## config.mk

```make
export PLATFORM = sky130hd
export DESIGN_NAME = r2x_fifo
export DESIGN_NICKNAME = d
export VERILOG_FILES = /design/src/design/r2x_pkg.sv /design/src/design/r2x_fifo.sv
export SDC_FILE = /design/constraint.sdc
export NUM_CORES = 1
export LEC_CHECK = 0
export ABC_AREA = 1
export BUFFER_PORTS_ARGS = -buffer_cell sky130_fd_sc_hd__buf_2
export CORE_UTILIZATION = 60
export CTS_BUF_LIST = sky130_fd_sc_hd__clkbuf_16
export CTS_CLUSTER_SIZE = 30
export DETAILED_ROUTE_END_ITERATION = 8
export GPL_TIMING_DRIVEN = 0
export HOLD_SLACK_MARGIN = 0.12
export PLACE_DENSITY = 0.88
export SLEW_MARGIN = 20
export SYNTH_ARGS = -nofsm -noshare
export SYNTH_HDL_FRONTEND = slang
export SYNTH_SLANG_ARGS = --single-unit
```

## constraint.sdc

```tcl
create_clock -name clk -period 4.33 [get_ports clk]
set_input_delay 0.2165 -clock clk [delete_from_list [all_inputs] [get_ports clk]]
set_output_delay 0.2165 -clock clk [all_outputs]
set_load 0.02 [all_outputs]
```

## src/design/r2x_pkg.sv

```systemverilog
package r2x_pkg;

	localparam int MaxWidth  = 512;
	localparam int LineSpan  = 2 * MaxWidth;
	localparam int ColW      = $clog2(LineSpan);
	localparam int SrcColW   = $clog2(MaxWidth);
	localparam int SrcRowW   = 10;
	localparam int CfgW      = 10;
	localparam int RowW      = 11;
	localparam int PixW      = 16;
	localparam int NumSlots  = 3;
	localparam int QDepth    = 4;
	localparam int QPtrW     = $clog2(QDepth);
	localparam int OutDataW  = 40;
	localparam logic [PixW-1:0] ChanMask = 16'h7BDE;

	localparam logic CfgWidth  = 1'b0;
	localparam logic CfgHeight = 1'b1;

	typedef enum logic [1:0] {
		PH_START,
		PH_UP,
		PH_LO,
		PH_EV
	} phase_t;

	// one accepted source pixel, classified
	typedef struct packed {
		logic [ColW-1:0]    col0;
		logic               two;
		logic [PixW-1:0]    val0;
		logic [PixW-1:0]    pix;
		logic [SrcRowW-1:0] row;
		logic               do_up;
		logic               do_lo;
		logic               sel_a;
		logic               sel_b;
		logic [1:0]         slot;
		logic               frame_end;
	} cmd_t;

	function automatic logic [PixW-1:0] avg2(input logic [PixW-1:0] a, input logic [PixW-1:0] b);
		logic [PixW:0] sum;
		sum = {1'b0, a & ChanMask} + {1'b0, b & ChanMask};
		return sum[PixW:1];
	endfunction

	function automatic logic [PixW-1:0] blend4(input logic [PixW-1:0] n1, input logic [PixW-1:0] n2,
		input logic [PixW-1:0] n3, input logic [PixW-1:0] n4);
		return avg2(avg2(n1, n2), avg2(n3, n4));
	endfunction

	function automatic logic [1:0] slot_add(input logic [1:0] s, input logic [1:0] d);
		logic [2:0] t;
		t = {1'b0, s} + {1'b0, d};
		return (t >= 3'(NumSlots)) ? 2'(t - 3'(NumSlots)) : t[1:0];
	endfunction

endpackage

```

## src/design/r2x_fifo.sv

```systemverilog
module r2x_fifo (
	input  logic          clk,
	input  logic          arst_n,
	input  logic          push,
	input  r2x_pkg::cmd_t din,
	output logic          full,
	input  logic          pop,
	output r2x_pkg::cmd_t dout,
	output logic          empty
);

	r2x_pkg::cmd_t mem_q [r2x_pkg::QDepth];
	logic [r2x_pkg::QPtrW-1:0] wr_ptr_q, rd_ptr_q;
	logic [r2x_pkg::QPtrW:0]   cnt_q;

	assign full  = cnt_q == (r2x_pkg::QPtrW + 1)'(r2x_pkg::QDepth);
	assign empty = cnt_q == '0;
	assign dout  = mem_q[rd_ptr_q];

	always_ff @(posedge clk) begin
		if (push) begin
			mem_q[wr_ptr_q] <= din;
		end
	end

	always_ff @(posedge clk or negedge arst_n) begin
		if (!arst_n) begin
			wr_ptr_q <= '0;
			rd_ptr_q <= '0;
			cnt_q    <= '0;
		end else begin
			if (push) wr_ptr_q <= wr_ptr_q + 1'b1;
			if (pop)  rd_ptr_q <= rd_ptr_q + 1'b1;
			case ({push, pop})
				2'b10:   cnt_q <= cnt_q + 1'b1;
				2'b01:   cnt_q <= cnt_q - 1'b1;
				default: cnt_q <= cnt_q;
			endcase
		end
	end

endmodule

```

==> results.cfg <==
[pwr]
power_mw = 8.88
combPwrFrac = 0.412
peakVddDrop_uv = 479
p_per_area_mw_per_mm2 = 699
pwr-share-clk = 0.219
p_seq_frac = 0.368
p_leak_nw = 5.30
p_int_mw = 5.46
switching_share = 0.385
p_switching_mw = 3.42

[cells_and_area]
areaGrowthSynthToFinish_pct = 22.9
drive_above_1_share = 0.277
diodes = 0
layout_common_cells = edfxtp_1, nand2_1, buf_2
finalNonFillerCells = 1206
finalCoreUtilization = 0.761
final_area_mm2 = 0.0127
final_common_cell = edfxtp_1
nNetsFinal = 1038

[worst_hold_path]
hold_path_class = input port to register
holdCritStartpoint = din[5]
whs_path_depth = 2
hold_end = mem_q[2][5]$_DFFE_PP_

[setup_path]
cp.required_ns = 4.11
arrival_ns = 1.92
r2r-end = mem_q[2][25]$_DFFE_PP_
crit_path_top_delay_cell = dfrtp_1
path_cells = buf_2, inv_2, buf_2, o211ai_1, nand2_1, buf_2
r2r_start = wr_ptr_q[0]$_DFFE_PN0P_
end_kind = primary output
rr_worst_depth = 5
path_class = register to primary output
worstPathMaxFanout = 10
cp-start-kind = register
r2r_setup_slack_ns = 2.52
crit_path_frequent_cell = buf_2
slowest_delay_ns = 0.35

[place]
place.gp.congestion = 0.728
post-place-ws_ns = 2.53
dp.cells = 1097
placed_area_mm2 = 0.0113
dp_hpwl_um = 12700
portBuffers = 124

[floorplan]
ios = 126
fp.dieW_um = 133
die_h_um = 133
dieArea_mm2 = 0.0178
rows = 47
core_area_mm2 = 0.0167
start_util = 0.619

[detailed_routing]
first_iter_violations = 441
wl_met3_um = 1320
vias = 6549
wl_met2_um = 11600
via_per_inst = 5.43
routed.top_layer = met4
antenna_left = 0
drc = 0
wl_met1_um = 8950
wirelength_um = 22400
dr.pass1.iters = 5
routedWlPerCell_um = 18.6

[timing]
hold_viol = 0
period_needed_ns = 2.14
rsz0062_at_grt = false
timing.hold.ws_ns = 0.446
relSlewSlack = 0.659
period_share = 0.494
finalSetupViolations = 0
worst_pin_slew_ns = 0.512
timing.setup.tns_ns = 0
fmax_ghz = 0.468
fin_ws_ns = 2.19
fin_skew_ns = 0.0222
maxSlewViolCount = 0

[logic_synthesis]
synth_fa_ha_area_frac = 0.00799
synth-seq-area-share = 0.714
syn_nets = 819
synth_warnings = 0
synth-simple-area-share = 0.0714
synth_top_family_by_area = compound AO/OA/AOI/OAI gates
ys_ff_latch = 247
synth.mux.area_fraction = 0
netlist_instances = 749
yosys.cell_types.count = 21
netlist_area_mm2 = 0.0103
synth_compound_area_frac = 0.121
synth-xor-area-share = 0.00339
synth_area_per_cell_um2 = 13.8

[status]
status = finished, final reports clean

[clocking]
clk_latency_ns = 0.52
cts_made_buffers = 25
clockBufferDepth = 3
ctsHtreeMaxLevel = 1
cts.clk_slew.worst_paths_ns = 0.06
cts.sinks = 247
cts_tree = yes
postCtsSetupRepairBufs = 0
cts_root_buf = clkbuf_16

[global_route]
gr-total-overflow = 0
antenna_found_initial = 0
grt_pass1_vias = 6740
grt_usage = 0.252
grt_max_degree = 34
grt_pass1_wl_um = 34200

[flow_run]
maxCapViolations = 0
==> timing repair <==
action	4_1_cts	5_1_grt
hold buffers	64	0
hold endpoints to repair	251	0
gates resized for setup	0	0
==> critical path, delay by kind of cell (launching register included) <==
| kind | cells | cell delay, ns |
|---|---|---|
| buffers and inverters | 4 | 0.78 |
| flip-flops | 1 | 0.35 |
| AO/OA/AOI/OAI | 1 | 0.14 |
| AND/OR/NAND/NOR | 1 | 0.11 |
==> synth_stat cells <==
master	n	area share
nand4_1	1	0.00061
xnor2_1	1	0.00085
nand3_1	1	0.00048
o211ai_2	68	0.082
xor2_1	3	0.0025
nand2_1	191	0.069
inv_2	1	0.00036
buf_4	1	0.00073
buf_2	18	0.0087
edfxtp_1	240	0.70
o21ai_0	1	0.00048
buf_8	2	0.0029
fa_1	1	0.0019
dfrtp_1	7	0.017
clkbuf_1	1	0.00036
o211ai_1	52	0.038
buf_6	19	0.021
ha_1	5	0.0061
o21ai_1	1	0.00048
nor3_1	2	0.00097
inv_1	133	0.048
==> power groups by stage <==
stage,Sequential (mW),Clock [mW],Combinational (mW)
after global routing,3.30,2.04,3.92
after global placement,3.33,0,3.47
after detailed placement,3.31,0,3.59
final,3.27,1.95,3.66
after CTS,3.27,1.96,3.66
after floorplan,3.30,0,2.45
==> how the worst max path moves through the flow <==
| stage | to | startpoint | cells after the start | slack (ns) |
|---|---|---|---|---|
| after detailed placement | mem_q[2][11]$_DFFE_PP_ | wr_ptr_q[0]$_DFFE_PN0P_ | 5 | 2.53 |
| after global routing | dout[5] | rd_ptr_q[1]$_DFFE_PN0P_ | 6 | 2.11 |
| after global placement | mem_q[2][33]$_DFFE_PP_ | wr_ptr_q[0]$_DFFE_PN0P_ | 4 | 1.14 |
| after CTS | dout[2] | rd_ptr_q[1]$_DFFE_PN0P_ | 6 | 2.18 |
| after floorplan | mem_q[2][0]$_DFFE_PP_ | wr_ptr_q[0]$_DFFE_PN0P_ | 4 | 2.07 |
| final | dout[10] | rd_ptr_q[1]$_DFFE_PN0P_ | 6 | 2.19 |
==> per-layer routing <==
| metal | GRT usage | vias up |
|---|---|---|
| li1 | - | 3043 |
| met1 | 0.323 | 3208 |
| met2 | 0.443 | 256 |
| met3 | 0.0361 | 42 |
| met4 | 0.0865 | 0 |
| met5 | 0 | - |
==> registers in the layout, summed over array words and instances (netlist names) <==
| signal | flops |
|---|---|
| cnt_q | 3 |
| wr_ptr_q | 2 |
| mem_q | 240 |
| rd_ptr_q | 2 |
==> logic make-up after synthesis <==
family | count (synthesis)
buffers and inverters | 175
AOI/OAI and AO/OA | 122
adders and majority gates | 6
xor gates and xnor gates | 4
DFF | 247
and+or+nand+nor | 195
==> final cells by class <==
class,instances,area (um^2)
fill,964,4000
sequential,247,7380
timing repair buffer,192,1340
buffer,41,345
clock inverter,20,116
multi-input combinational,327,2110
tap,220,275
inverter,134,513
clock buffer,25,626
Power figures use the tool's default switching activity.
