### config.mk
export PLATFORM = sky130hd
export DESIGN_NAME = r2x_front
export DESIGN_NICKNAME = d
export VERILOG_FILES = /design/src/design/r2x_pkg.sv /design/src/design/r2x_front.sv
export SDC_FILE = /design/constraint.sdc
export NUM_CORES = 1
export LEC_CHECK = 0
export ABC_CLOCK_PERIOD_IN_PS = 3900
export CORE_MARGIN = 2
export CORE_UTILIZATION = 40
export DETAILED_ROUTE_END_ITERATION = 7
export DONT_BUFFER_PORTS = 1
export PLACE_DENSITY = 0.61
export SYNTH_ARGS = -nofsm -noshare
export SYNTH_HDL_FRONTEND = slang
export SYNTH_SLANG_ARGS = --single-unit
### constraint.sdc
create_clock -name clk -period 3.9 [get_ports clk]
set_clock_uncertainty 0.1 [all_clocks]
set_input_delay 0.195 -clock clk [delete_from_list [all_inputs] [get_ports clk]]
set_output_delay 0.195 -clock clk [all_outputs]
set_load 0.1 [all_outputs]
### src/design/r2x_pkg.sv
package r2x_pkg;

	localparam int MaxWidth  = 512;
	localparam int LineSpan  = 2 * MaxWidth;
	localparam int ColW      = $clog2(LineSpan);
	localparam int SrcColW   = $clog2(MaxWidth);
	localparam int SrcRowW   = 10;
	localparam int CfgW      = 10;
	localparam int RowW      = 11;
	localparam int PixW      = 16;
	localparam int NumSlots  = 3;
	localparam int QDepth    = 4;
	localparam int QPtrW     = $clog2(QDepth);
	localparam int OutDataW  = 40;
	localparam logic [PixW-1:0] ChanMask = 16'h7BDE;

	localparam logic CfgWidth  = 1'b0;
	localparam logic CfgHeight = 1'b1;

	typedef enum logic [1:0] {
		PH_START,
		PH_UP,
		PH_LO,
		PH_EV
	} phase_t;

	// one accepted source pixel, classified
	typedef struct packed {
		logic [ColW-1:0]    col0;
		logic               two;
		logic [PixW-1:0]    val0;
		logic [PixW-1:0]    pix;
		logic [SrcRowW-1:0] row;
		logic               do_up;
		logic               do_lo;
		logic               sel_a;
		logic               sel_b;
		logic [1:0]         slot;
		logic               frame_end;
	} cmd_t;

	function automatic logic [PixW-1:0] avg2(input logic [PixW-1:0] a, input logic [PixW-1:0] b);
		logic [PixW:0] sum;
		sum = {1'b0, a & ChanMask} + {1'b0, b & ChanMask};
		return sum[PixW:1];
	endfunction

	function automatic logic [PixW-1:0] blend4(input logic [PixW-1:0] n1, input logic [PixW-1:0] n2,
		input logic [PixW-1:0] n3, input logic [PixW-1:0] n4);
		return avg2(avg2(n1, n2), avg2(n3, n4));
	endfunction

	function automatic logic [1:0] slot_add(input logic [1:0] s, input logic [1:0] d);
		logic [2:0] t;
		t = {1'b0, s} + {1'b0, d};
		return (t >= 3'(NumSlots)) ? 2'(t - 3'(NumSlots)) : t[1:0];
	endfunction

endpackage

### src/design/r2x_front.sv
module r2x_front (
	input  logic                        clk,
	input  logic                        arst_n,
	input  logic [r2x_pkg::CfgW-1:0]    src_width,
	input  logic [r2x_pkg::CfgW-1:0]    src_height,
	input  logic                        s_tvalid,
	output logic                        s_tready,
	input  logic [r2x_pkg::PixW-1:0]    s_tdata,
	output logic                        cmd_push,
	output r2x_pkg::cmd_t               cmd,
	input  logic                        cmd_full
);

	logic [r2x_pkg::SrcColW-1:0] col_q;
	logic [r2x_pkg::SrcRowW-1:0] row_q;
	logic [1:0]                  slot_q;
	logic [r2x_pkg::PixW-1:0]    prev0_q, prev1_q;

	logic [r2x_pkg::CfgW-1:0] w_eff, h_eff;
	logic                     last_row, col_end;
	logic [r2x_pkg::PixW-1:0] interp;

	assign s_tready = !cmd_full;
	assign cmd_push = s_tvalid && s_tready;

	always_comb begin
		w_eff = src_width;
		if (src_width > r2x_pkg::CfgW'(r2x_pkg::MaxWidth)) w_eff = r2x_pkg::CfgW'(r2x_pkg::MaxWidth);
		if (src_width < r2x_pkg::CfgW'(2)) w_eff = r2x_pkg::CfgW'(2);
		h_eff = (src_height < r2x_pkg::CfgW'(2)) ? r2x_pkg::CfgW'(2) : src_height;

		last_row = ({1'b0, row_q} + 11'd1) >= {1'b0, h_eff};
		col_end  = ({1'b0, col_q} + r2x_pkg::CfgW'(1)) >= w_eff;
		interp   = r2x_pkg::blend4(prev0_q, s_tdata, (col_q > 1) ? prev1_q : prev0_q, s_tdata);

		cmd.two       = col_q != '0;
		cmd.col0      = (col_q != '0) ? {col_q, 1'b0} - 1'b1 : {col_q, 1'b0};
		cmd.val0      = (col_q != '0) ? interp : s_tdata;
		cmd.pix       = s_tdata;
		cmd.row       = row_q;
		cmd.do_up     = row_q >= 2;
		cmd.do_lo     = last_row && row_q >= 1;
		cmd.sel_a     = row_q >= 4;
		cmd.sel_b     = row_q >= 3;
		cmd.slot      = slot_q;
		cmd.frame_end = col_end && last_row;
	end

	always_ff @(posedge clk or negedge arst_n) begin
		if (!arst_n) begin
			col_q   <= '0;
			row_q   <= '0;
			slot_q  <= '0;
			prev0_q <= '0;
			prev1_q <= '0;
		end else if (cmd_push) begin
			prev1_q <= prev0_q;
			prev0_q <= s_tdata;
			if (col_end) begin
				col_q <= '0;
				if (last_row) begin
					row_q  <= '0;
					slot_q <= '0;
				end else begin
					row_q  <= row_q + 1'b1;
					slot_q <= r2x_pkg::slot_add(slot_q, 2'd1);
				end
			end else begin
				col_q <= col_q + 1'b1;
			end
		end
	end

endmodule

==> reports/summary.log, run 1 <==
qor: run_status.status finished, final reports clean
qor: detailed_routing.route.detailed.vias_per_inst 5.175
qor: floorplan.die_height 109.7 µm
qor: clock_tree.root_buffer sky130_fd_sc_hd__clkbuf_8
qor: worst_setup_path.cp.buffers_inverters 5
qor: worst_setup_path.setup.worst_path.class flip-flop to output pin
qor: global_routing.pin_count_of_the_biggest_net_entering_global_routing 46
qor: layout.post-route-cell-area 0.005460 mm²
qor: synthesis.yosys_most_used_dff sky130_fd_sc_hd__dfrtp_1
qor: synthesis.ys_top_cells_by_area sky130_fd_sc_hd__dfrtp_1 (25%), sky130_fd_sc_hd__ha_1 (16%), sky130_fd_sc_hd__nand2_1 (9.3%), sky130_fd_sc_hd__fa_1 (4.0%), sky130_fd_sc_hd__xnor2_1 (3.9%)
qor: synthesis.synth-edff-count 0
qor: layout.stdcell_count 709
qor: clock_tree.tritoncts built
qor: sta.finalHoldWorstSlack 15.79 ps
qor: detailed_routing.detail_route.first_pass.iterations 4
qor: detailed_routing.vias 3669
qor: global_routing.grt_remaining_overflow 0
qor: worst_setup_path.critPathCaptureType output pin
qor: layout.area_growth 22.28%
qor: worst_setup_path.cp_slowest_cell sky130_fd_sc_hd__dfrtp_2
qor: sta.finalWorstPathRequiredPeriod 3739 ps
qor: hold_path.holdPathStages 2
qor: synthesis.synthArstFlopShare 100.0%
qor: clock_tree.cts-htree-levels 2
qor: clock_tree.max-clock-path-buffers 2
qor: clock_tree.clk-insertion-delay-late 290 ps
qor: clock_tree.cts.sinks 45
qor: synthesis.yosys-top-cells-count sky130_fd_sc_hd__nand2_1 (111), sky130_fd_sc_hd__ha_1 (58), sky130_fd_sc_hd__dfrtp_1 (45)
qor: sta.timing.final.setup_violations 0
qor: worst_setup_path.worstSetupStartpointType flip-flop
qor: worst_setup_path.cell_by_cell_trace_of_the_critical_path nor4_4 -> o2111ai_2 -> buf_6 -> mux2_4 -> nand2_2 -> fa_1 -> inv_1 -> ha_2 -> inv_1 -> fa_2 -> inv_1 -> a21o_1 -> a21oi_1 -> a21oi_2 -> buf_12
qor: placed_design.dpl-instance-area 0.005112 mm²
qor: synthesis.synth_most_common_cell sky130_fd_sc_hd__nand2_1
qor: global_routing.vias_in_the_first_global_route 3598
qor: sta.worst_pin_slew 992.7 ps
qor: sta.achievable-frequency 267.4 MHz
qor: synthesis.post_synth.cell_area_avg 8.410 µm²
qor: synthesis.synth.lib_cells_used.distinct 52
qor: placed_design.dp_slack 255.3 ps
qor: clock_tree.clkSlewWorstSetupHoldPaths 80 ps
qor: sta.min_period_over_period 95.88%
qor: global_routing.grt_antenna_before_repair 0
qor: sta.hold_violations 0
qor: global_routing.grt_pass1_wl 16620 µm
qor: detailed_routing.post-route-drc-count 0
qor: floorplan.coreArea 0.01089 mm²
qor: clock_tree.cts_made_buffers 5
qor: placed_design.detailed_place_hpwl 7490 µm
qor: worst_setup_path.r2r_cells 12
qor: worst_setup_path.path_common_cell sky130_fd_sc_hd__inv_1
qor: synthesis.post_synth_inst_count 531
qor: sta.rsz_0062_raised_after_global_routing yes
qor: worst_setup_path.delay_of_the_slowest_critical_path_stage 450 ps
qor: synthesis.synth-seq-area-share 25.22%
qor: worst_setup_path.cpLargestDelayFamily adder cells
qor: layout.num-fill-cells 1018
qor: floorplan.dieWidth 109.7 µm
qor: detailed_routing.routed_wirelength 9977 µm
qor: layout.share_of_post_route_cells_with_drive_strength_above_1 24.25%
qor: synthesis.synthesis.nets 638
qor: worst_setup_path.crit_fanout 11
qor: worst_setup_path.worstPathRequired 3610 ps
qor: synthesis.synth.top_cell.area_share 25.22%
qor: floorplan.initial_core_util 41.01%
qor: layout.design.final.nets 675
qor: hold_path.timing.hold.worst.class input port to flip-flop
qor: floorplan.dieArea 0.01203 mm²
qor: synthesis.syn-cell-area 0.004466 mm²
qor: sta.slew_headroom 33.82%
qor: layout.number_of_inserted_diodes 0
qor: placed_design.gp_congestion 0.8062
qor: synthesis.synth.yosys.warnings 0
qor: synthesis.postSynthRegisterBits 45
qor: sta.slew_viol_final 0
qor: flow_run.timing.max_cap.violations 0
qor: synthesis.synth_top_area_cell sky130_fd_sc_hd__dfrtp_1
qor: worst_setup_path.timing.critical_path.depth 15
qor: sta.timing.final.ws_setup 160.7 ps
qor: placed_design.port_buffers 0
qor: worst_setup_path.critPathArrivalTime 3440 ps
qor: global_routing.track_usage 17.09%
qor: floorplan.design.portCount 102
qor: detailed_routing.post_dr_wirelength_cell 14.07 µm
qor: detailed_routing.drt_iter0_markers 193
qor: detailed_routing.detail-route-antenna-nets 0
qor: placed_design.numPlacedInstances 683
qor: floorplan.site_rows 38
## metrics by stage
stage	setup TNS, ps	util, %
after floorplan	-3374	-
after global placement	0	46.95
after detailed placement	0	46.95
after CTS	0	49.22
after global routing	-43.59	50.15
final	0	50.15
## final timing paths
path,from,endpoint,slack (ps)
worst max register to register,row_q[0]$_DFFE_PN0P_,row_q[6]$_DFFE_PN0P_,450
worst max-delay path,col_q[5]$_DFFE_PN0P_,cmd[37],160
min in group asynchronous,arst_n,prev1_q[3]$_DFFE_PN0P_,330
max in group asynchronous,arst_n,col_q[5]$_DFFE_PN0P_,3140
worst min-delay path,s_tdata[12],prev0_q[12]$_DFFE_PN0P_,20
worst min register to register,prev1_q[14]$_DFFE_PN0P_,prev1_q[14]$_DFFE_PN0P_,380
## cells by family after synthesis
logic type      synth area share [%]
xor+xnor                       7.649
mux                            3.362
buf+inv                        8.294
simple gates                   20.51
compound gates                 14.68
flops                          25.22
fa+ha+maj                      20.29
## cell usage in the layout, fill, tap and decap left out, types with 5 or more instances in the layout
cell type                       count
sky130_fd_sc_hd__nand2_1          109
sky130_fd_sc_hd__ha_1              56
sky130_fd_sc_hd__dfrtp_1           42
sky130_fd_sc_hd__buf_4             37
sky130_fd_sc_hd__inv_1             35
sky130_fd_sc_hd__nor2_1            18
sky130_fd_sc_hd__xor2_1            17
sky130_fd_sc_hd__a21o_1            16
sky130_fd_sc_hd__buf_12            14
sky130_fd_sc_hd__xnor2_1           13
sky130_fd_sc_hd__o21ai_0           13
sky130_fd_sc_hd__a21oi_2           13
sky130_fd_sc_hd__a21oi_1           13
sky130_fd_sc_hd__nor2b_1           13
sky130_fd_sc_hd__mux2_2            12
sky130_fd_sc_hd__dlygate4sd3_1     11
sky130_fd_sc_hd__nand3_1           10
sky130_fd_sc_hd__a31o_2             9
sky130_fd_sc_hd__a22o_1             8
sky130_fd_sc_hd__nor4_1             7
sky130_fd_sc_hd__xnor2_2            7
sky130_fd_sc_hd__o21ai_2            7
sky130_fd_sc_hd__fa_1               6
sky130_fd_sc_hd__and3_1             5
sky130_fd_sc_hd__nor3_1             5
sky130_fd_sc_hd__nand2b_1           5
sky130_fd_sc_hd__o21bai_1           5
sky130_fd_sc_hd__clkbuf_8           5
## flip-flops by register name, summed over array words and instances (netlist names)
register	flops
slot_q	2
prev1_q	12
row_q	10
prev0_q	12
col_q	9
## metal layers
layer / GRT usage (%) / wire (µm)
met1: 20.82 / 4373
met2: 31.79 / 5139
met3: 3.142 / 418
met4: 2.532 / 46
met5: 0 / 0
## cell type report
| cell class | instances | area (µm²) | share of cell area, % |
|---|---|---|---|
| Sequential cell | 45 | 1130 | 20.69 |
| Inverter | 40 | 150.1 | 2.750 |
| Timing Repair Buffer | 65 | 732.0 | 13.41 |
| Clock inverter | 2 | 35.03 | 0.6416 |
| Tap cell | 140 | 175.2 | 3.208 |
| Clock buffer | 6 | 72.57 | 1.329 |
| Multi-Input combinational cell | 411 | 3166 | 57.97 |
## what timing repair did
action	CTS	global route
hold endpoints to repair	55	0
hold buffers	12	0
pin swaps	1	5
setup buffers	0	6
endpoints found under the setup margin	6	11
resized for setup	1	15
Power of run 1 is not shown: default switching activity piles up to over one toggle a cycle in this logic, so the estimate is an artifact.
==> run 2, diff against run 1 <==
--- a/config.mk
+++ b/config.mk
@@ -5,6 +5,7 @@
 export SDC_FILE = /design/constraint.sdc
 export NUM_CORES = 1
 export LEC_CHECK = 0
+export ABC_AREA = 1
 export ABC_CLOCK_PERIOD_IN_PS = 3900
 export CORE_MARGIN = 2
 export CORE_UTILIZATION = 40
==> run 2 against run 1 <==
  * Non-clock buffer count down 13
  * Clock-buffer cell count is 1 higher
  * First-iteration DRC count is 3.1% higher
  * Area after synthesis is 3.2% higher
  * Die area up 3.1%
  * Register-to-register slack improved by 240 ps
  * Sequential share of layout area is 0.25 points lower
  * Critical path depth down 1
  * Fmax increased by 0.83%
==> reports/summary.log, run 2 <==
qor: detailed_routing.detail-route-antenna-nets 0
qor: layout.postLayoutCoreUtil 48.72%
qor: synthesis.synth_most_common_cell sky130_fd_sc_hd__nand2_1
qor: layout.layout_top_registers prev0_q (12), prev1_q (12), row_q (10)
qor: placed_design.detailed_place_hpwl 8259 µm
qor: worst_setup_path.worstPathRequired 3610 ps
qor: sta.finalWorstPathRequiredPeriod 3709 ps
qor: detailed_routing.detail_route.first_pass.iterations 4
qor: synthesis.synth_top_area_cell sky130_fd_sc_hd__dfrtp_1
qor: layout.area_growth 19.72%
qor: global_routing.grt_antenna_before_repair 0
qor: worst_setup_path.timing.critical_path.depth 14
qor: global_routing.pin_count_of_the_biggest_net_entering_global_routing 46
qor: worst_setup_path.cell_by_cell_trace_of_the_critical_path inv_2 -> nand2_1 -> a21oi_4 -> nand2_4 -> o21ai_2 -> inv_1 -> fa_1 -> xnor2_2 -> inv_1 -> fa_1 -> o21ai_0 -> a211oi_1 -> a21oi_2 -> buf_12
qor: floorplan.dieWidth 111.3 µm
qor: synthesis.synthSimpleGateAreaFrac 23.63%
qor: floorplan.site_rows 39
qor: worst_setup_path.crit_fanout 6
qor: layout.layout_commonest_cell sky130_fd_sc_hd__nand2_1
qor: clock_tree.max-clock-path-buffers 2
qor: synthesis.synth.lib_cells_used.distinct 38
qor: clock_tree.cts_made_buffers 5
qor: hold_path.timing.hold.worst.class input port to flip-flop
qor: synthesis.yosys-top-cells-count sky130_fd_sc_hd__nand2_1 (158), sky130_fd_sc_hd__inv_1 (108), sky130_fd_sc_hd__ha_1 (58), sky130_fd_sc_hd__o21ai_0 (58), sky130_fd_sc_hd__dfrtp_1 (45)
qor: layout.stdcell_count 826
qor: sta.rsz_0062_raised_after_global_routing no
qor: worst_setup_path.critPathArrivalTime 3410 ps
qor: placed_design.gp_congestion 0.8895
qor: sta.min_period_over_period 95.09%
qor: global_routing.grt_pass1_wl 18490 µm
qor: placed_design.numPlacedInstances 806
qor: clock_tree.clk-insertion-delay-late 280 ps
qor: layout.layout_common_cells sky130_fd_sc_hd__nand2_1 (158), sky130_fd_sc_hd__inv_1 (104), sky130_fd_sc_hd__ha_1 (58)
qor: synthesis.yosys_most_used_dff sky130_fd_sc_hd__dfrtp_1
qor: global_routing.track_usage 17.78%
qor: sta.timing.final.ws_setup 191.5 ps
qor: synthesis.post_synth_mux_area_share 0%
qor: synthesis.synth_top_family_by_area simple AND/OR/NAND/NOR gates
qor: clock_tree.tritoncts built
qor: global_routing.grt_remaining_overflow 0
qor: worst_setup_path.delay_of_the_slowest_critical_path_stage 460 ps
qor: hold_path.holdPathStages 2
qor: layout.num-fill-cells 1090
qor: layout.sequential_cell_area 0.001127 mm²
qor: global_routing.vias_in_the_first_global_route 3964
qor: layout.multi_input_logic_area 0.003027 mm²
qor: detailed_routing.routed_wirelength 10880 µm
qor: layout.design.final.nets 789
qor: sta.summed_negative_setup_slack_over_all_endpoints 0 ps
qor: sta.achievable-frequency 269.6 MHz
qor: synthesis.post_synth_inst_count 649
qor: worst_setup_path.cp.buffers_inverters 4
qor: synthesis.fraction_of_the_mapped_netlist_area_in_compound_gates 13.01%
qor: sta.slew_viol_final 0
qor: sta.slew_headroom 34.90%
qor: clock_tree.cts.sinks 45
qor: synthesis.syn-cell-area 0.004607 mm²
qor: run_status.status finished, final reports clean
qor: layout.number_of_inserted_diodes 0
qor: placed_design.port_buffers 0
qor: synthesis.synth.top_cell.area_share 24.44%
qor: synthesis.synthesis.nets 756
qor: floorplan.coreArea 0.01132 mm²
qor: worst_setup_path.r2r_cells 16
qor: worst_setup_path.cp_slowest_cell sky130_fd_sc_hd__dfrtp_2
qor: synthesis.synth-edff-count 0
qor: clock_tree.root_buffer sky130_fd_sc_hd__clkbuf_16
qor: sta.hold_violations 0
qor: worst_setup_path.worstSetupStartpointType flip-flop
qor: clock_tree.cts-htree-levels 2
qor: floorplan.die_height 111.3 µm
qor: floorplan.initial_core_util 40.69%
qor: synthesis.synthAdderAreaFrac 19.66%
qor: sta.worst_pin_slew 976.5 ps
qor: worst_setup_path.cpLargestDelayFamily compound AO/OA/AOI/OAI gates
qor: sta.timing.final.setup_violations 0
qor: synthesis.ys_top_cells_by_area sky130_fd_sc_hd__dfrtp_1 (24%), sky130_fd_sc_hd__ha_1 (16%), sky130_fd_sc_hd__nand2_1 (13%), sky130_fd_sc_hd__inv_1 (8.8%), sky130_fd_sc_hd__o21ai_0 (6.3%)
qor: detailed_routing.vias 4172
qor: synthesis.post_synth.cell_area_avg 7.098 µm²
qor: layout.share_of_post_route_cells_with_drive_strength_above_1 16.25%
qor: worst_setup_path.setup.worst_path.class flip-flop to output pin
qor: detailed_routing.post_dr_wirelength_cell 13.17 µm
qor: synthesis.synth-seq-area-share 24.44%
qor: detailed_routing.drt_iter0_markers 199
qor: detailed_routing.post-route-drc-count 0
qor: synthesis.synth.yosys.warnings 0
qor: detailed_routing.route.detailed.vias_per_inst 5.051
qor: placed_design.dp_slack 182.1 ps
qor: clock_tree.clkSlewWorstSetupHoldPaths 60 ps
qor: worst_setup_path.critPathCaptureType output pin
qor: synthesis.synth_xor_area_share 5.894%
qor: flow_run.timing.max_cap.violations 0
qor: synthesis.synthArstFlopShare 100.0%
qor: floorplan.design.portCount 102
qor: floorplan.dieArea 0.01239 mm²
qor: synthesis.postSynthRegisterBits 45
-- run 2: cell types whose count changed in the layout (fill, tap and decap cells not counted), moves of 11 or more --
cell	delta
sky130_fd_sc_hd__inv_1	+69
sky130_fd_sc_hd__nand2_1	+49
sky130_fd_sc_hd__o21ai_0	+32
sky130_fd_sc_hd__nor2_1	+18
sky130_fd_sc_hd__a21o_1	-15
sky130_fd_sc_hd__nor2b_1	-13
sky130_fd_sc_hd__o21ai_1	+13
sky130_fd_sc_hd__mux2_2	-12
sky130_fd_sc_hd__nand4_1	+11
-- run 2: layout make-up --
class,instances,area share (%)
Timing Repair Buffer,52,10.48
Inverter,115,7.827
Sequential cell,45,20.44
Tap cell,143,3.244
Multi-Input combinational cell,463,54.88
Clock inverter,1,0.5445
Clock buffer,7,2.586
-- run 2: final timing paths --
kind | start | end | slack (ps)
min in group asynchronous | arst_n | row_q[2]$_DFFE_PN0P_ | 310
min | s_tdata[9] | prev0_q[9]$_DFFE_PN0P_ | 10
max reg2reg | col_q[0]$_DFFE_PN0P_ | row_q[0]$_DFFE_PN0P_ | 690
min reg2reg | prev1_q[4]$_DFFE_PN0P_ | prev1_q[4]$_DFFE_PN0P_ | 390
max | col_q[0]$_DFFE_PN0P_ | cmd[42] | 190
max in group asynchronous | arst_n | col_q[0]$_DFFE_PN0P_ | 3140
-- run 2: metal layers --
layer / global-route usage (%) / vias to the layer above / part of all wire (%)
li1: - / 2124 / -
met1: 22.89 / 1926 / 44
met2: 30.98 / 109 / 50
met3: 3.116 / 13 / 5.1
met4: 4.609 / 0 / 1.5
met5: 0 / - / 0
-- run 2: timing repair --
item	4_1_cts	5_1_grt
gates cloned	1	1
hold buffers	8	0
gates resized for setup	3	16
setup endpoints to repair	6	9
buffers inserted	0	2
pin swaps	1	3
endpoints found under the hold margin	51	0
-- run 2: through the flow --
step,hold WS (ps),area (µm²)
final,9.669,5515
after global routing,39.56,5515
after CTS,4.540,5454
after detailed placement,-199.4,5161
after global placement,-199.4,5161
after floorplan,-200.6,4638
-- run 2: cells by family after synthesis --
| family | count (synthesis) |
|---|---|
| XOR/XNOR | 31 |
| AO/OA/AOI/OAI | 113 |
| adder cells (fa/ha/maj) | 67 |
| flip-flops | 45 |
| AND/OR/NAND/NOR | 250 |
| buffers and inverters | 143 |
Power of run 2 is left out for the same reason.
==> run 3, diff against run 2 <==
--- a/config.mk
+++ b/config.mk
@@ -12,6 +12,7 @@
 export DETAILED_ROUTE_END_ITERATION = 7
 export DONT_BUFFER_PORTS = 1
 export PLACE_DENSITY = 0.61
+export RECOVER_POWER = 25
 export SYNTH_ARGS = -nofsm -noshare
 export SYNTH_HDL_FRONTEND = slang
 export SYNTH_SLANG_ARGS = --single-unit
==> run 3 against run 2 <==
  * The flow now finishes with violations (capacitance limit, slew limit)
  * Setup slack worse by 4.2 ps
  * Routed wire length is 0.44% higher
  * Hold slack hardly changed
  * Via count is 0.86% lower
  * Die area stayed put
  * Register-to-register slack hardly changed
  * First-iteration DRC count is 7.5% lower
  * Global-route usage stayed put
  * Sequential share of layout area is 0.088 points higher
  * Critical path type unchanged
==> reports/summary.log, run 3 (synthesis gave the netlist of run 2 again) <==
qor: sta.hold_violations 0
qor: worst_setup_path.critPathCaptureType output pin
qor: worst_setup_path.cp_slowest_cell sky130_fd_sc_hd__dfrtp_2
qor: layout.area_growth 19.20%
qor: global_routing.grt_pass1_wl 18490 µm
qor: floorplan.site_rows 39
qor: global_routing.grt_busiest_layer met2
qor: worst_setup_path.startpoint col_q[0]$_DFFE_PN0P_
qor: detailed_routing.drt_iter0_markers 184
qor: layout.share_of_post_route_cells_with_drive_strength_above_1 16.11%
qor: clock_tree.cts.sinks 45
qor: global_routing.groute.layer.met2.usage 30.98%
qor: global_routing.track_usage 17.78%
qor: worst_setup_path.worst_r2r_endpoint row_q[0]$_DFFE_PN0P_
qor: global_routing.globalRouteMet3Util 3.116%
qor: sta.slew_headroom -68.08%
qor: layout.design.final.nets 789
qor: layout.layout_top_registers prev0_q (12), prev1_q (12), row_q (10)
qor: worst_setup_path.delay_of_the_slowest_critical_path_stage 460 ps
qor: floorplan.coreArea 0.01132 mm²
qor: detailed_routing.detail-route-antenna-nets 0
qor: floorplan.dieArea 0.01239 mm²
qor: clock_tree.cts_made_buffers 5
qor: clock_tree.clkSlewWorstSetupHoldPaths 60 ps
qor: global_routing.grt_antenna_before_repair 0
qor: sta.slew_viol_final 46
qor: worst_setup_path.timing.critical_path.to cmd[42]
qor: hold_path.timing.hold.worst.class input port to flip-flop
qor: placed_design.gp_congestion 0.8895
qor: worst_setup_path.r2r_cells 16
qor: placed_design.port_buffers 0
qor: sta.rsz_0062_raised_after_global_routing no
qor: detailed_routing.post-route-drc-count 0
qor: worst_setup_path.cell_by_cell_trace_of_the_critical_path inv_2 -> nand2_1 -> a21oi_4 -> nand2_4 -> o21ai_2 -> inv_1 -> fa_1 -> xnor2_2 -> inv_1 -> fa_1 -> o21ai_0 -> a211oi_1 -> a21oi_2 -> buf_12
qor: detailed_routing.detail_route.first_pass.iterations 5
qor: global_routing.grt.met1_usage 22.89%
qor: layout.number_of_inserted_diodes 0
qor: layout.multi_input_logic_area 0.003027 mm²
qor: layout.layout_common_cells sky130_fd_sc_hd__nand2_1 (158), sky130_fd_sc_hd__inv_1 (104), sky130_fd_sc_hd__ha_1 (58)
qor: global_routing.pin_count_of_the_biggest_net_entering_global_routing 46
qor: sta.summed_negative_setup_slack_over_all_endpoints 0 ps
qor: sta.timing.final.setup_violations 0
qor: sta.min_period_over_period 95.20%
qor: global_routing.grt_remaining_overflow 0
qor: placed_design.detailed_place_hpwl 8259 µm
qor: worst_setup_path.r2r_start col_q[0]$_DFFE_PN0P_
qor: layout.layout_commonest_cell sky130_fd_sc_hd__nand2_1
qor: worst_setup_path.setup.worst_path.class flip-flop to output pin
qor: worst_setup_path.critPathArrivalTime 3420 ps
qor: worst_setup_path.worstPathRequired 3610 ps
qor: floorplan.design.portCount 102
qor: clock_tree.clk-insertion-delay-late 280 ps
qor: detailed_routing.post_dr_wirelength_cell 13.23 µm
qor: clock_tree.cts-htree-levels 2
qor: worst_setup_path.worstSetupStartpointType flip-flop
qor: run_status.status finished, violations left
qor: worst_setup_path.reg2reg_setup_slack 690 ps
qor: detailed_routing.vias 4136
qor: floorplan.initial_core_util 40.69%
qor: clock_tree.root_buffer sky130_fd_sc_hd__clkbuf_16
qor: sta.finalWorstPathRequiredPeriod 3713 ps
qor: clock_tree.max-clock-path-buffers 2
qor: detailed_routing.route.detailed.vias_per_inst 5.007
qor: flow_run.timing.max_cap.violations 1
qor: clock_tree.tritoncts built
qor: detailed_routing.routed_wirelength 10930 µm
qor: run_status.violations_in_the_final_reports capacitance limit, slew limit
qor: worst_setup_path.crit_fanout 6
qor: sta.achievable-frequency 269.3 MHz
qor: sta.worst_pin_slew 2521 ps
qor: global_routing.vias_in_the_first_global_route 3964
qor: floorplan.dieWidth 111.3 µm
qor: layout.sequential_cell_area 0.001127 mm²
qor: layout.num-fill-cells 1094
qor: floorplan.die_height 111.3 µm
## run 3: changes by cell type in the layout (fill, tap and decap cells not counted)
cell and change:
sky130_fd_sc_hd__buf_16 -1, sky130_fd_sc_hd__clkbuf_1 +1
## run 3: critical path, delay by kind of cell, from the launching register on
family | cells | cell delay [ps]
compound gates | 5 | 900
simple gates | 2 | 250
fa+ha+maj | 2 | 870
flops | 1 | 460
buf+inv | 4 | 450
xor+xnor | 1 | 210
## run 3: worst min path at each step
| stage | from | end | slack (ps) | depth (start not counted) |
|---|---|---|---|---|
| 2_1_floorplan | arst_n | col_q[0]$_DFFE_PN0P_ | -200 | 0 |
| 4_1_cts | s_tdata[9] | prev0_q[9]$_DFFE_PN0P_ | 5 | 2 |
| 3_3_place_gp | arst_n | row_q[4]$_DFFE_PN0P_ | -200 | 0 |
| 6_report | s_tdata[9] | prev0_q[9]$_DFFE_PN0P_ | 10 | 2 |
| 3_5_place_dp | arst_n | row_q[4]$_DFFE_PN0P_ | -200 | 0 |
| 5_1_grt | s_tdata[9] | prev0_q[9]$_DFFE_PN0P_ | 40 | 2 |
## run 3: per-layer routing
layer	share of wire [%]	up-vias
met1	44	1903
met5	0	-
met4	1.5	0
met2	50	96
li1	-	2124
met3	4.8	13
## run 3: area by class of cell
cell class,count,share of cell area (%)
clock buffers,7,2.597
clock inverters,1,0.5468
inverters,115,7.861
multi-input cells,463,55.11
flip-flops and latches,45,20.53
well taps,143,3.258
repair buffers,52,10.09
## run 3: timing repair
action | in CTS | in global routing
hold endpoints to repair | 51 | 0
endpoints found under the setup margin | 6 | 9
resized for setup | 3 | 16
hold buffers | 8 | 0
pin swaps | 1 | 3
cloned | 1 | 1
buffers inserted | 0 | 2
## run 3: through the flow
| stage | cell area, µm² | hold WS (ps) | setup slack [ps] | utilization, % | cells |
|---|---|---|---|---|---|
| floorplan | 4638 | -200.6 | -418.1 | - | 649 |
| global placement | 5161 | -199.4 | 323.5 | 45.59 | 806 |
| detailed placement | 5161 | -199.4 | 182.1 | 45.59 | 806 |
| CTS | 5454 | 4.540 | 54.14 | 48.18 | 823 |
| global route | 5492 | 39.56 | 23.34 | 48.51 | 826 |
| finish | 5492 | 10.03 | 187.2 | 48.51 | 826 |
Power of run 3 is left out for the same reason.
